--- config.mk ---
export PLATFORM = sky130hd
export DESIGN_NAME = xor_checksum_packet_deframer_core
export DESIGN_NICKNAME = d
export VERILOG_FILES = /design/src/rtl/xcpd_pkg.sv /design/src/rtl/xcpd_ram.sv /design/src/rtl/xor_checksum_packet_deframer_core.sv
export SDC_FILE = /design/constraint.sdc
export NUM_CORES = 2
export LEC_CHECK = 0
export ABC_AREA = 1
export CELL_PAD_IN_SITES_DETAIL_PLACEMENT = 2
export CELL_PAD_IN_SITES_GLOBAL_PLACEMENT = 2
export CORE_MARGIN = 2
export CORE_UTILIZATION = 44
export DETAILED_ROUTE_END_ITERATION = 10
export DONT_BUFFER_PORTS = 1
export PLACE_DENSITY_LB_ADDON = 0.08
export SLEW_MARGIN = 20
export SYNTH_ARGS = -nofsm -noshare
export SYNTH_HDL_FRONTEND = slang
export SYNTH_SLANG_ARGS = --single-unit
--- constraint.sdc ---
create_clock -name clk -period 13 [get_ports clk]
set_clock_uncertainty 0.15 [all_clocks]
set_input_delay 2.6 -clock clk [delete_from_list [all_inputs] [get_ports clk]]
set_output_delay 2.6 -clock clk [all_outputs]
set_load 0.02 [all_outputs]
--- src/rtl/xcpd_pkg.sv ---
// ----------------------------------------------------------------------------
// xcpd_pkg: shared definitions for the checksum package deframer
// Sizes, header constants, parse phases, verdict codes and register indexes.
// ----------------------------------------------------------------------------
package xcpd_pkg;

	// Secret key and one-time key sizes.
	localparam int SECRET_BYTES = 32;
	localparam int SECRET_AW    = $clog2(SECRET_BYTES);
	localparam int SECRET_LW    = SECRET_AW + 1;
	localparam int SECRET_WORDS = SECRET_BYTES / 8;
	localparam int KEY_BYTES    = 64;
	localparam int KEY_AW       = (KEY_BYTES > 1) ? $clog2(KEY_BYTES) : 1;

	// Header field values.
	localparam logic [31:0] VERSION_VALUE = 32'd1;
	localparam logic [31:0] KEY_SIZE_VALUE = 32'(KEY_BYTES);
	localparam logic [31:0] MIN_CONTENT = 32'd4;
	localparam logic [31:0] WORD_LAST_BYTE = 32'd3;
	localparam logic [31:0] TAG_LAST_BYTE = 32'd4;
	localparam logic [31:0] KEY_LAST_BYTE = 32'(KEY_BYTES - 1);

	// Configuration register indexes.
	localparam int CFG_IW = 3;
	localparam logic [CFG_IW-1:0] CFG_SECRET_LENGTH = 3'd0;
	localparam logic [CFG_IW-1:0] CFG_SECRET_WORD0  = 3'd1;
	localparam logic [CFG_IW-1:0] CFG_SECRET_WORD1  = 3'd2;
	localparam logic [CFG_IW-1:0] CFG_SECRET_WORD2  = 3'd3;
	localparam logic [CFG_IW-1:0] CFG_SECRET_WORD3  = 3'd4;

	// Parse phases of one package.
	typedef enum logic [2:0] {
		PH_VERSION,
		PH_TAG,
		PH_KEYSIZE,
		PH_KEY,
		PH_LENGTH,
		PH_CONTENT,
		PH_TRAILER,
		PH_DRAIN
	} phase_t;

	// Verdict codes; ST_OK also means no failure recorded.
	typedef enum logic [2:0] {
		ST_OK,
		ST_OUTER,
		ST_VERSION,
		ST_TAG,
		ST_KEYSIZE,
		ST_TRUNC,
		ST_SHORT,
		ST_INNER
	} status_t;

	// Expected tag characters, in arrival order.
	function automatic logic [7:0] tag_char(input logic [2:0] idx);
		logic [7:0] c;
		case (idx)
			3'd0: c = 8'h53;
			3'd1: c = 8'h59;
			3'd2: c = 8'h43;
			3'd3: c = 8'h4E;
			3'd4: c = 8'h50;
			default: c = 8'h00;
		endcase
		return c;
	endfunction

	// Sign extension of one byte to the sum width.
	function automatic logic [31:0] sext8(input logic [7:0] b);
		return {{24{b[7]}}, b};
	endfunction

endpackage

--- src/rtl/xcpd_ram.sv ---
// ----------------------------------------------------------------------------
// xcpd_ram: generic single-write, single-read memory
// One write port and one read port with registered read data.
// ----------------------------------------------------------------------------
module xcpd_ram #(
	parameter int WIDTH = 8,
	parameter int DEPTH = 64,
	localparam int AW = (DEPTH > 1) ? $clog2(DEPTH) : 1
) (
	input  logic             clk,
	input  logic             wr_en,
	input  logic [AW-1:0]    wr_addr,
	input  logic [WIDTH-1:0] wr_data,
	input  logic [AW-1:0]    rd_addr,
	output logic [WIDTH-1:0] rd_data
);

	logic [WIDTH-1:0] mem [DEPTH];

	// Write port.
	always_ff @(posedge clk) begin
		if (wr_en) begin
			mem[wr_addr] <= wr_data;
		end
	end

	// Registered read port, loaded every cycle.
	always_ff @(posedge clk) begin
		rd_data <= mem[rd_addr];
	end

endmodule

--- src/rtl/xor_checksum_packet_deframer_core.sv ---
// ----------------------------------------------------------------------------
// xor_checksum_packet_deframer_core: XOR-wrapped package deframer
// Strips the secret-key XOR, checks the header, stores the one-time key,
// decodes content words and reports a verdict at the end of each package.
// ----------------------------------------------------------------------------
// Usage:
// Package bytes enter on the in channel, one word per handshake, with
// is_last marking the final byte. Each accepted word is held in the input
// register and parsed from there into the result register, which offers it
// on the out channel. The block takes one input word every cycle while the
// receiver does not stall; the limit is the single parse step and the
// one-time key memory read, which is prefetched one word ahead. Content
// words give kind 0 with the decoded byte; the last byte gives one kind 1
// word with the verdict in status. Header bytes and the trailer give no
// result. The cfg channel writes secret_length (index 0) and
// secret_word0..3 (indexes 1 to 4); it is always ready. The user must use
// it only while idle; the block itself does not enforce this. Reset clears
// the configuration and the parse state; the one-time key memory is not
// cleared. When the receiver stalls, the result register and the input
// register both hold and in_ready drops until space frees up.
// ----------------------------------------------------------------------------
module xor_checksum_packet_deframer_core (
	input  logic                       clk,
	input  logic                       arst_n,
	input  logic                       in_valid,
	output logic                       in_ready,
	input  logic [7:0]                 in_byte,
	input  logic                       is_last,
	output logic                       out_valid,
	input  logic                       out_ready,
	output logic                       kind,
	output logic [7:0]                 content_byte,
	output logic [2:0]                 status,
	input  logic                       cfg_valid,
	output logic                       cfg_ready,
	input  logic [xcpd_pkg::CFG_IW-1:0] cfg_index,
	input  logic [63:0]                cfg_data
);
	import xcpd_pkg::*;

	// Configuration registers.
	logic [5:0]                secret_length_q;
	logic [SECRET_BYTES*8-1:0] secret_q;

	// Input register.
	logic       valid_s1;
	logic [7:0] byte_s1;
	logic       last_s1;

	// Parse state.
	phase_t                phase_q, phase_n;
	logic [SECRET_AW-1:0]  secret_pos_q, secret_pos_n;
	logic [31:0]           byte_count_q, byte_count_n;
	logic [31:0]           field_q, field_n;
	status_t               fail_q, fail_n;
	logic [31:0]           outer_sum_q, outer_sum_n;
	logic [31:0]           outer_tail_q, outer_tail_n;
	logic [31:0]           content_length_q, content_length_n;
	logic [31:0]           inner_sum_q, inner_sum_n;
	logic [31:0]           inner_tail_q, inner_tail_n;
	logic [KEY_AW-1:0]     key_pos_q, key_pos_n;

	// Result register.
	logic       out_valid_q;
	logic       kind_q;
	logic [7:0] content_byte_q;
	status_t    status_q;

	// Per-word working signals.
	logic                 advance;
	logic                 emit;
	logic                 res_kind;
	logic [7:0]           res_byte;
	status_t              res_status;
	logic [SECRET_LW-1:0] len_eff;
	logic [SECRET_AW-1:0] pos_use;
	logic [7:0]           secret_byte;
	logic [7:0]           plain;
	logic [31:0]          cnt_inc;
	logic [31:0]          field_d;
	logic [7:0]           dec;
	logic                 key_we;
	logic [KEY_AW-1:0]    key_rd_addr;
	logic [7:0]           key_rd_data;

	// Handshakes: the parse step runs when the result register has room.
	assign advance   = valid_s1 && (!out_valid_q || out_ready);
	assign in_ready  = !valid_s1 || advance;
	assign cfg_ready = 1'b1;

	assign out_valid    = out_valid_q;
	assign kind         = kind_q;
	assign content_byte = content_byte_q;
	assign status       = status_q;

	// Configuration writes; indexes beyond the list are ignored.
	always_ff @(posedge clk or negedge arst_n) begin
		if (!arst_n) begin
			secret_length_q <= '0;
			secret_q        <= '0;
		end else if (cfg_valid && cfg_ready) begin
			case (cfg_index)
				CFG_SECRET_LENGTH: secret_length_q <= cfg_data[5:0];
				CFG_SECRET_WORD0:  secret_q[0*64 +: 64] <= cfg_data;
				CFG_SECRET_WORD1:  secret_q[1*64 +: 64] <= cfg_data;
				CFG_SECRET_WORD2:  secret_q[2*64 +: 64] <= cfg_data;
				CFG_SECRET_WORD3:  secret_q[3*64 +: 64] <= cfg_data;
				default: ;
			endcase
		end
	end

	// Input register control.
	always_ff @(posedge clk or negedge arst_n) begin
		if (!arst_n) begin
			valid_s1 <= 1'b0;
		end else if (in_ready) begin
			valid_s1 <= in_valid;
		end
	end

	// Input register payload.
	always_ff @(posedge clk) begin
		if (in_valid && in_ready) begin
			byte_s1 <= in_byte;
			last_s1 <= is_last;
		end
	end

	// Outer secret-key XOR with the rolling key position.
	always_comb begin
		if (secret_length_q > 6'(SECRET_BYTES)) begin
			len_eff = SECRET_LW'(SECRET_BYTES);
		end else begin
			len_eff = SECRET_LW'(secret_length_q);
		end
		if ({1'b0, secret_pos_q} >= len_eff) begin
			pos_use = '0;
		end else begin
			pos_use = secret_pos_q;
		end
		secret_byte = secret_q[{pos_use, 3'b000} +: 8];
		if (len_eff == '0) begin
			plain        = byte_s1;
			secret_pos_n = secret_pos_q;
		end else begin
			plain = byte_s1 ^ secret_byte;
			if (({1'b0, pos_use} + SECRET_LW'(1)) >= len_eff) begin
				secret_pos_n = '0;
			end else begin
				secret_pos_n = pos_use + SECRET_AW'(1);
			end
		end
	end

	// Parse step: next state and the result word for the byte in the input register.
	always_comb begin
		phase_n          = phase_q;
		byte_count_n     = byte_count_q;
		field_n          = field_q;
		fail_n           = fail_q;
		content_length_n = content_length_q;
		inner_sum_n      = inner_sum_q;
		inner_tail_n     = inner_tail_q;
		key_pos_n        = key_pos_q;
		emit             = 1'b0;
		res_kind         = 1'b0;
		res_byte         = 8'h00;
		res_status       = ST_OK;
		key_we           = 1'b0;
		dec              = plain ^ key_rd_data;
		cnt_inc          = byte_count_q + 32'd1;
		field_d          = field_q | ({24'h000000, plain} << {byte_count_q[1:0], 3'b000});
		outer_sum_n      = outer_sum_q + sext8(outer_tail_q[7:0]);
		outer_tail_n     = {plain, outer_tail_q[31:8]};

		if (last_s1) begin
			// Verdict, then the whole package state starts over.
			emit     = 1'b1;
			res_kind = 1'b1;
			if (phase_q == PH_VERSION && byte_count_q < WORD_LAST_BYTE) begin
				res_status = ST_TRUNC;
			end else if (outer_sum_n != outer_tail_n) begin
				res_status = ST_OUTER;
			end else if (fail_q != ST_OK) begin
				res_status = fail_q;
			end else if (phase_q != PH_TRAILER) begin
				res_status = ST_TRUNC;
			end else if (inner_sum_q != inner_tail_q) begin
				res_status = ST_INNER;
			end else begin
				res_status = ST_OK;
			end
			phase_n          = PH_VERSION;
			byte_count_n     = '0;
			field_n          = '0;
			fail_n           = ST_OK;
			outer_sum_n      = '0;
			outer_tail_n     = '0;
			content_length_n = '0;
			inner_sum_n      = '0;
			inner_tail_n     = '0;
			key_pos_n        = '0;
		end else begin
			case (phase_q)
				PH_VERSION: begin
					byte_count_n = cnt_inc;
					field_n      = field_d;
					if (byte_count_q == WORD_LAST_BYTE) begin
						if (field_d != VERSION_VALUE) begin
							fail_n  = ST_VERSION;
							phase_n = PH_DRAIN;
						end else begin
							phase_n      = PH_TAG;
							byte_count_n = '0;
							field_n      = '0;
						end
					end
				end
				PH_TAG: begin
					if (plain != tag_char(byte_count_q[2:0])) begin
						fail_n  = ST_TAG;
						phase_n = PH_DRAIN;
					end else if (byte_count_q == TAG_LAST_BYTE) begin
						phase_n      = PH_KEYSIZE;
						byte_count_n = '0;
						field_n      = '0;
					end else begin
						byte_count_n = cnt_inc;
					end
				end
				PH_KEYSIZE: begin
					byte_count_n = cnt_inc;
					field_n      = field_d;
					if (byte_count_q == WORD_LAST_BYTE) begin
						if (field_d != KEY_SIZE_VALUE) begin
							fail_n  = ST_KEYSIZE;
							phase_n = PH_DRAIN;
						end else begin
							phase_n      = PH_KEY;
							byte_count_n = '0;
							field_n      = '0;
						end
					end
				end
				PH_KEY: begin
					key_we       = 1'b1;
					byte_count_n = cnt_inc;
					if (byte_count_q == KEY_LAST_BYTE) begin
						phase_n      = PH_LENGTH;
						byte_count_n = '0;
						field_n      = '0;
					end
				end
				PH_LENGTH: begin
					byte_count_n = cnt_inc;
					field_n      = field_d;
					if (byte_count_q == WORD_LAST_BYTE) begin
						content_length_n = field_d;
						if (field_d[31] || field_d < MIN_CONTENT) begin
							fail_n  = ST_SHORT;
							phase_n = PH_DRAIN;
						end else begin
							phase_n      = PH_CONTENT;
							byte_count_n = '0;
							field_n      = '0;
							key_pos_n    = '0;
						end
					end
				end
				PH_CONTENT: begin
					emit     = 1'b1;
					res_byte = dec;
					if (key_pos_q == KEY_AW'(KEY_BYTES - 1)) begin
						key_pos_n = '0;
					end else begin
						key_pos_n = key_pos_q + KEY_AW'(1);
					end
					inner_sum_n  = inner_sum_q + sext8(inner_tail_q[7:0]);
					inner_tail_n = {dec, inner_tail_q[31:8]};
					byte_count_n = cnt_inc;
					if (cnt_inc >= content_length_q) begin
						phase_n = PH_TRAILER;
					end
				end
				default: ;
			endcase
		end
	end

	// One-time key store; the read runs one word ahead of the content.
	assign key_rd_addr = advance ? key_pos_n : key_pos_q;

	xcpd_ram #(
		.WIDTH(8),
		.DEPTH(KEY_BYTES)
	) u_key_ram (
		.clk    (clk),
		.wr_en  (advance && key_we),
		.wr_addr(byte_count_q[KEY_AW-1:0]),
		.wr_data(plain),
		.rd_addr(key_rd_addr),
		.rd_data(key_rd_data)
	);

	// Parse state registers.
	always_ff @(posedge clk or negedge arst_n) begin
		if (!arst_n) begin
			phase_q          <= PH_VERSION;
			secret_pos_q     <= '0;
			byte_count_q     <= '0;
			field_q          <= '0;
			fail_q           <= ST_OK;
			outer_sum_q      <= '0;
			outer_tail_q     <= '0;
			content_length_q <= '0;
			inner_sum_q      <= '0;
			inner_tail_q     <= '0;
			key_pos_q        <= '0;
		end else if (advance) begin
			phase_q          <= phase_n;
			secret_pos_q     <= last_s1 ? '0 : secret_pos_n;
			byte_count_q     <= byte_count_n;
			field_q          <= field_n;
			fail_q           <= fail_n;
			outer_sum_q      <= outer_sum_n;
			outer_tail_q     <= outer_tail_n;
			content_length_q <= content_length_n;
			inner_sum_q      <= inner_sum_n;
			inner_tail_q     <= inner_tail_n;
			key_pos_q        <= key_pos_n;
		end
	end

	// Result register control.
	always_ff @(posedge clk or negedge arst_n) begin
		if (!arst_n) begin
			out_valid_q <= 1'b0;
		end else if (advance && emit) begin
			out_valid_q <= 1'b1;
		end else if (out_ready) begin
			out_valid_q <= 1'b0;
		end
	end

	// Result register payload.
	always_ff @(posedge clk) begin
		if (advance && emit) begin
			kind_q         <= res_kind;
			content_byte_q <= res_byte;
			status_q       <= res_status;
		end
	end

	// A verdict always restarts the parse at the version field.
	a_verdict_restarts: assert property (@(posedge clk) disable iff (!arst_n)
		advance && last_s1 |=> phase_q == PH_VERSION && byte_count_q == '0
			&& fail_q == ST_OK)
		else $error("package state not cleared after verdict");

	// A content byte in the parse step always produces a content word.
	a_content_emits: assert property (@(posedge clk) disable iff (!arst_n)
		advance && !last_s1 && phase_q == PH_CONTENT |=> out_valid_q && !kind_q)
		else $error("content byte did not produce a content word");

	// A recorded failure always parks the parser in the drain phase.
	a_fail_drains: assert property (@(posedge clk) disable iff (!arst_n)
		fail_q != ST_OK |-> phase_q == PH_DRAIN)
		else $error("failure recorded outside the drain phase");

	// The key position moves only once content decoding has begun.
	a_key_pos_content: assert property (@(posedge clk) disable iff (!arst_n)
		key_pos_q != '0 |-> phase_q == PH_CONTENT || phase_q == PH_TRAILER)
		else $error("key position moved outside content");

endmodule
==> After elaboration in Yosys (flattened, before gate mapping) <==
Memories as Yosys holds them, arrays and structs flattened. A register that Yosys moved wholly into a read port is not among the register bits.
Index checks and enable logic that the tools add are counted.
{ "totals": {"rom_bits": 0, "n_memories": 1, "ramBits": 512, "latch_bits": 0, "regBits": 526, "inputBits": 81} }
{ "op_classes": {"n_div": 0, "magnitude_cmp": 6, "muxes": 81, "shift": 2, "n_mul": 0, "bitwise": 5, "addsub": 6, "n_reduce_logical": 36, "n_eq_ne": 36} }
{ "mem_list": {"columns": ["memory", "depth", "word_bits", "rd", "rd_clocked_by_memory_dff", "wr", "line_no", "text"], "rows": [
  ["u_key_ram.mem", 64, 8, 1, 1, 1, "xcpd_ram.sv:18", "logic [WIDTH-1:0] mem [DEPTH];"]
]} }
{ "ops": {"columns": ["op", "count"], "rows": [
  ["$mux 32", 29],
  ["$shiftx 256x9->8", 1],
  ["$pmux 32 s6", 1],
  ["$pmux 32 s5", 1],
  ["$mux 3", 23],
  ["$add 32x32->32", 2],
  ["$ne 32x32->1", 2],
  ["$mux 6", 6],
  ["$pmux 7 s5", 1],
  ["$add 32x1->32 const B", 1],
  ["$eq 32x2->1 const B", 1],
  ["$eq 32x3->1 const B", 1],
  ["$eq 32x6->1 const B", 1],
  ["$ge 32x32->1", 1],
  ["$lt 32x2->1 const B", 1],
  ["$lt 32x3->1 const B", 1],
  ["$ne 32x1->1 const B", 1],
  ["$ne 32x7->1 const B", 1],
  ["$or 32x32->32", 1],
  ["$shl 8x5->32", 1],
  ["$ne 3x3->1 const B", 10],
  ["$mux 8", 3],
  ["$mux 5", 4],
  ["$eq 3x2->1 const B", 6],
  ["other kinds (37)", 72]
]} }

==> Logic depth before layout (Yosys ltp) <==
{ "depth": {"ltp_word": 16, "depth_mapped": 46} }

==> Hierarchy <==
Synthesis repeated with hierarchy kept, for this count alone.
{ "hier_totals": {"hier_cells": 5511, "hier_area_um2": 50364.6} }
{ "by_module_without_submodules": {"columns": ["mod", "seq_area_each_um2", "area_per_inst_um2", "cells_per_inst", "n_inst"], "rows": [
  ["xor_checksum_packet_deframer_core", 13267.7, 29039.1, 3705, 1],
  ["xcpd_ram", 15534.9, 21325.5, 1806, 1]
]} }

==> Worst setup path before layout <==
No wires, ideal clock.
{ "synth_timing": {"kind": "input to output", "startpoint": "in out_ready", "endpoint": "out in_ready", "t_arrival_ps": 2853, "cell_stages": 2, "slack_ps": 7397, "path_buffers": 0, "t_required_ps": 10250, "path_cell_list": "inv_1 > nand3_1"} }
{ "synth_via": {"elab_chain_cells": 3} }
{ "synth_rtl": {"columns": ["item", "line_no", "text"], "rows": [
  ["start: declaration", "xor_checksum_packet_deframer_core.sv:30", "input logic out_ready,"],
  ["$logic_or 1x1->1", "xor_checksum_packet_deframer_core.sv:87", "assign advance = valid_s1 && (!out_valid_q || out_ready);"],
  ["$logic_and 1x1->1", "xor_checksum_packet_deframer_core.sv:87", null],
  ["$logic_or 1x1->1", "xor_checksum_packet_deframer_core.sv:88", "assign in_ready = !valid_s1 || advance;"],
  ["end: declaration", "xor_checksum_packet_deframer_core.sv:26", "output logic in_ready,"]
]} }
Every way passes these cells.

==> Final worst setup path <==
{ "layout_timing": {"startpoint": "reg secret_pos_q[0]", "endpoint": "reg u_key_ram.rd_data[0] (read register of u_key_ram.mem)"} }
{ "layout_via": {"elab_chain_cells": 14} }
{ "layout_rtl": {"columns": ["item", "line_no", "text"], "rows": [
  ["start: declaration", "xor_checksum_packet_deframer_core.sv:52", "logic [SECRET_AW-1:0] secret_pos_q, secret_pos_n;"],
  ["start signal: assignment", "xor_checksum_packet_deframer_core.sv:322", "secret_pos_q <= last_s1 ? '0 : secret_pos_n;"],
  ["$ge 5x6->1", "xor_checksum_packet_deframer_core.sv:137", "if ({1'b0, secret_pos_q} >= len_eff) begin"],
  ["$mux 5 (*)", "xor_checksum_packet_deframer_core.sv:137", null],
  ["$shiftx 256x9->8 (*)", "xor_checksum_packet_deframer_core.sv:142", "secret_byte = secret_q[{pos_use, 3'b000} +: 8];"],
  ["$xor 8x8->8 (*)", "xor_checksum_packet_deframer_core.sv:147", "plain = byte_s1 ^ secret_byte;"],
  ["$mux 8 (*)", "xor_checksum_packet_deframer_core.sv:143", "if (len_eff == '0) begin"],
  ["net plain[3]", "xor_checksum_packet_deframer_core.sv:78", "logic [7:0] plain;"],
  ["$shl 8x5->32 (*)", "xor_checksum_packet_deframer_core.sv:173", "field_d = field_q | ({24'h000000, plain} << {byte_count_q[1:0], 3'b000});"],
  ["$or 32x32->32 (*)", "xor_checksum_packet_deframer_core.sv:173", null],
  ["$lt 32x3->1 (*)", "xor_checksum_packet_deframer_core.sv:260", "if (field_d[31] || field_d < MIN_CONTENT) begin"],
  ["$logic_or 1x1->1 (*)", "xor_checksum_packet_deframer_core.sv:260", null],
  ["$mux 6 (*)", "xor_checksum_packet_deframer_core.sv:260", null],
  ["$mux 6 (*)", "xor_checksum_packet_deframer_core.sv:258", "if (byte_count_q == WORD_LAST_BYTE) begin"],
  ["$pmux 6 s2 (*)", "xor_checksum_packet_deframer_core.sv:205", "case (phase_q)"],
  ["$mux 6 (*)", "xor_checksum_packet_deframer_core.sv:177", "if (last_s1) begin"],
  ["$mux 6 (*)", null, null],
  ["end: declaration", "xcpd_ram.sv:15", "output logic [WIDTH-1:0] rd_data"]
]} }
The timed path passes the listed nets; every way through them passes the cells marked *.
A chain may end at the register's enable or synchronous reset.

==> flow_summary.json <==
{
  "drv_cap": 0,
  "peakVddDrop_v": 0.000113,
  "synth.avg_cell_area_um2": 9.18,
  "syn-cell-area_um2": 50400,
  "path_buf_inv": 9,
  "fp.dieH_um": 342,
  "status": "complete, but fails checks",
  "grt_max_degree": 506,
  "seq_area_frac_synth_pct": 57.2,
  "vias": 40800,
  "cp_common_cell": "nand2_1",
  "postCtsResizedCells": 0,
  "gp_congestion": 0.834,
  "hpwl_um": 112000,
  "root_buffer": "clkbuf_16",
  "setup_viol": 0,
  "cts_buffers": 117,
  "remaining_drc_errors": 0,
  "synth_cells": 5490,
  "cp-start-kind": "flip-flop",
  "start_util_pct": 44.2,
  "yosys_warnings": 0,
  "period_needed_ns": 9.59,
  "cp-end-kind": "flip-flop",
  "cts_hold_buf": 0,
  "clk_pin_slew_ns": 0.06,
  "core_um2": 114000,
  "path_class": "reg2reg",
  "ios": 96,
  "nets": 5551,
  "die_area_um2": 117000,
  "vias_per_cell": 5.85,
  "syn_nets": 5686,
  "critical-path-top-delay-family": "simple AND/OR/NAND/NOR gates",
  "overflow": 0,
  "synth_top_flop_cell": "edfxtp_1",
  "ys_ff_latch": 1046,
  "rsz0062_at_grt": "false",
  "drive_above_1_share_pct": 5.35,
  "cts_sinks": 1046,
  "slowest_stage": "buf_4",
  "leakagePower_nw": 23.4,
  "grt_pass1_vias": 44900,
  "synth.distinct_cells": 60,
  "slew_headroom_pct": -76.1,
  "fin_setup_tns_ns": 0,
  "die_w_um": 342,
  "drt_iter0_markers": 2668,
  "tightestPinTransition_ns": 2.64,
  "syn_to_final_growth_pct": 9.66,
  "cp_max_fo": 148,
  "post_drt_wl_per_cell_um": 25.7,
  "grt_pass1_wl_um": 277000,
  "violations": "max-slew violations",
  "ys_async_sr_fraction_pct": 48.3,
  "finalHoldViolCount": 0,
  "cts_tree": "yes",
  "rows": 124,
  "io_buffers": 0,
  "min_path_type": "reg2reg",
  "clk_path_buf_depth": 3,
  "fmax_mhz": 104,
  "grt_antenna_before_repair": 2,
  "drt-total-wl_um": 179000,
  "power_w": 0.0112,
  "dr.pass1.iters": 5,
  "synth_edf_count": 533,
  "htree_levels": 3,
  "cpPeakStageDelay_ns": 0.72,
  "worstPathRequired_ns": 13.45,
  "post-cts-setup-buffer-count": 0,
  "track_usage_pct": 30.6,
  "clock_latency_ns": 0.71,
  "ant_nets": 0,
  "final_cell_area_um2": 55300,
  "power_density_nw_per_um2": 203,
  "crit_arrival_ns": 10.05,
  "fillers": 12200,
  "fin_crit_sh_pct": 73.8,
  "drv_slew": 444,
  "final_core_util_pct": 48.5,
  "placed_cell_area_um2": 51300
}
cell usage in the layout (no fill, tap or decap), types with 6 or more instances in the layout:
cell type,n
dfxtp_1,8
o32ai_1,10
inv_2,18
nand3_1,978
xor2_1,73
o21ai_0,430
nand3b_1,48
o21ai_1,18
dfrtp_1,504
o22ai_1,89
clkbuf_16,119
a21oi_1,95
a22o_1,13
clkbuf_8,14
clkinv_1,18
a21boi_0,9
nor2_1,226
clkinvlp_4,7
nand2_1,1311
edfxtp_1,533
clkbuf_1,30
or2_2,6
inv_1,462
xnor2_1,13
ha_1,113
nand4_1,82
nor3_1,20
a31oi_1,8
buf_4,52
clkinv_2,20
nand2_2,8
o31ai_1,11
nor4_1,21
bufinv_16,12
metrics by stage:
step	setup WS [ns]	cells	hold slack [ns]
2_1_floorplan	7.40	5490	0.303
3_3_place_gp	3.82	6748	0.316
3_5_place_dp	3.57	6748	0.323
4_1_cts	3.46	6969	0.337
5_1_grt	2.73	6970	0.362
6_report	3.41	6970	0.329
sequential cells by signal, summed over array words and instances (netlist names), 32 cells and up:
name and cells:
u_key_ram.mem 512, secret_q 256, byte_count_q 32, content_length_q 32, field_q 32, inner_sum_q 32
inner_tail_q 32, outer_sum_q 32, outer_tail_q 32
power by group:
part | internal [W] | switching, W | leakage, nW
Sequential | 0.00404 | 0.000201 | 11.5
Clock | 0.00200 | 0.00144 | 1.91
Combinational | 0.000878 | 0.00268 | 10.0
Total | 0.00691 | 0.00432 | 23.4
worst reg2reg max path, delay by kind of cell (launching register included):
| kind | cells | cell delay (ns) |
|---|---|---|
| buffers and inverters | 9 | 3.78 |
| DFF | 1 | 0.34 |
| adders and majority gates | 1 | 0.33 |
| and+or+nand+nor | 33 | 4.88 |
path summary, 6_finish.rpt:
check,to,slack [ns],cells after the start,startpoint
worst min register to register,secret_length_q[0],0.33,2,secret_length_q[0]
worst max-delay path,u_key_ram.rd_data[0],3.41,43,secret_pos_q[0]
worst min-delay path,secret_length_q[0],0.33,2,secret_length_q[0]
worst max register to register,u_key_ram.rd_data[0],3.41,43,secret_pos_q[0]
max in group asynchronous,inner_sum_q[31],9.17,0,arst_n
min in group asynchronous,secret_q[153],1.45,0,arst_n
cell usage after synthesis (all sizes together) (48+ instances only):
master,count,share of area (%)
nand2,1323,9.9
nand3,983,9.8
edfxtp,533,32
dfrtp,505,25
inv,482,3.6
o21ai,449,4.5
nor2,231,1.8
buf,167,2.0
clkbuf,143,1.1
ha,113,2.8
a21oi,97,0.97
o22ai,90,1.1
nand4,82,1.0
xor2,73,1.3
nand3b,48,0.72
kinds of logic (layout without fill, tap and decap cells):
kind of cell / Yosys count / in the layout / share of synthesized area (%)
simple gates: 2718 / 2718 / 23.8
flops: 1046 / 1046 / 57.2
other cells: 1 / 2 / 0.00744
xor+xnor: 86 / 86 / 1.49
compound gates: 724 / 724 / 7.99
buf+inv: 800 / 767 / 6.67
fa+ha+maj: 115 / 115 / 2.88
per-layer routing:
layer,GRT usage (%),routed length [um],vias to the layer above
met1,39.7,77000,21200
met3,3.43,6180,281
met2,53.4,89800,849
met4,10.2,6180,2
met5,0,13,-
li1,-,-,18400
cell type report:
cell class / instances / area (um^2) / share of cell area, %
Inverter: 490 / 1850 / 3.34
Antenna cell: 1 / 2.50 / 0.00453
Tap cell: 1512 / 1890 / 3.42
Sequential cell: 1046 / 28800 / 52.1
Multi-Input combinational cell: 3644 / 18300 / 33.2
Clock buffer: 163 / 3280 / 5.94
Timing Repair Buffer: 56 / 470 / 0.851
Clock inverter: 58 / 643 / 1.16
No activity file was read; power rests on OpenSTA's default activity.
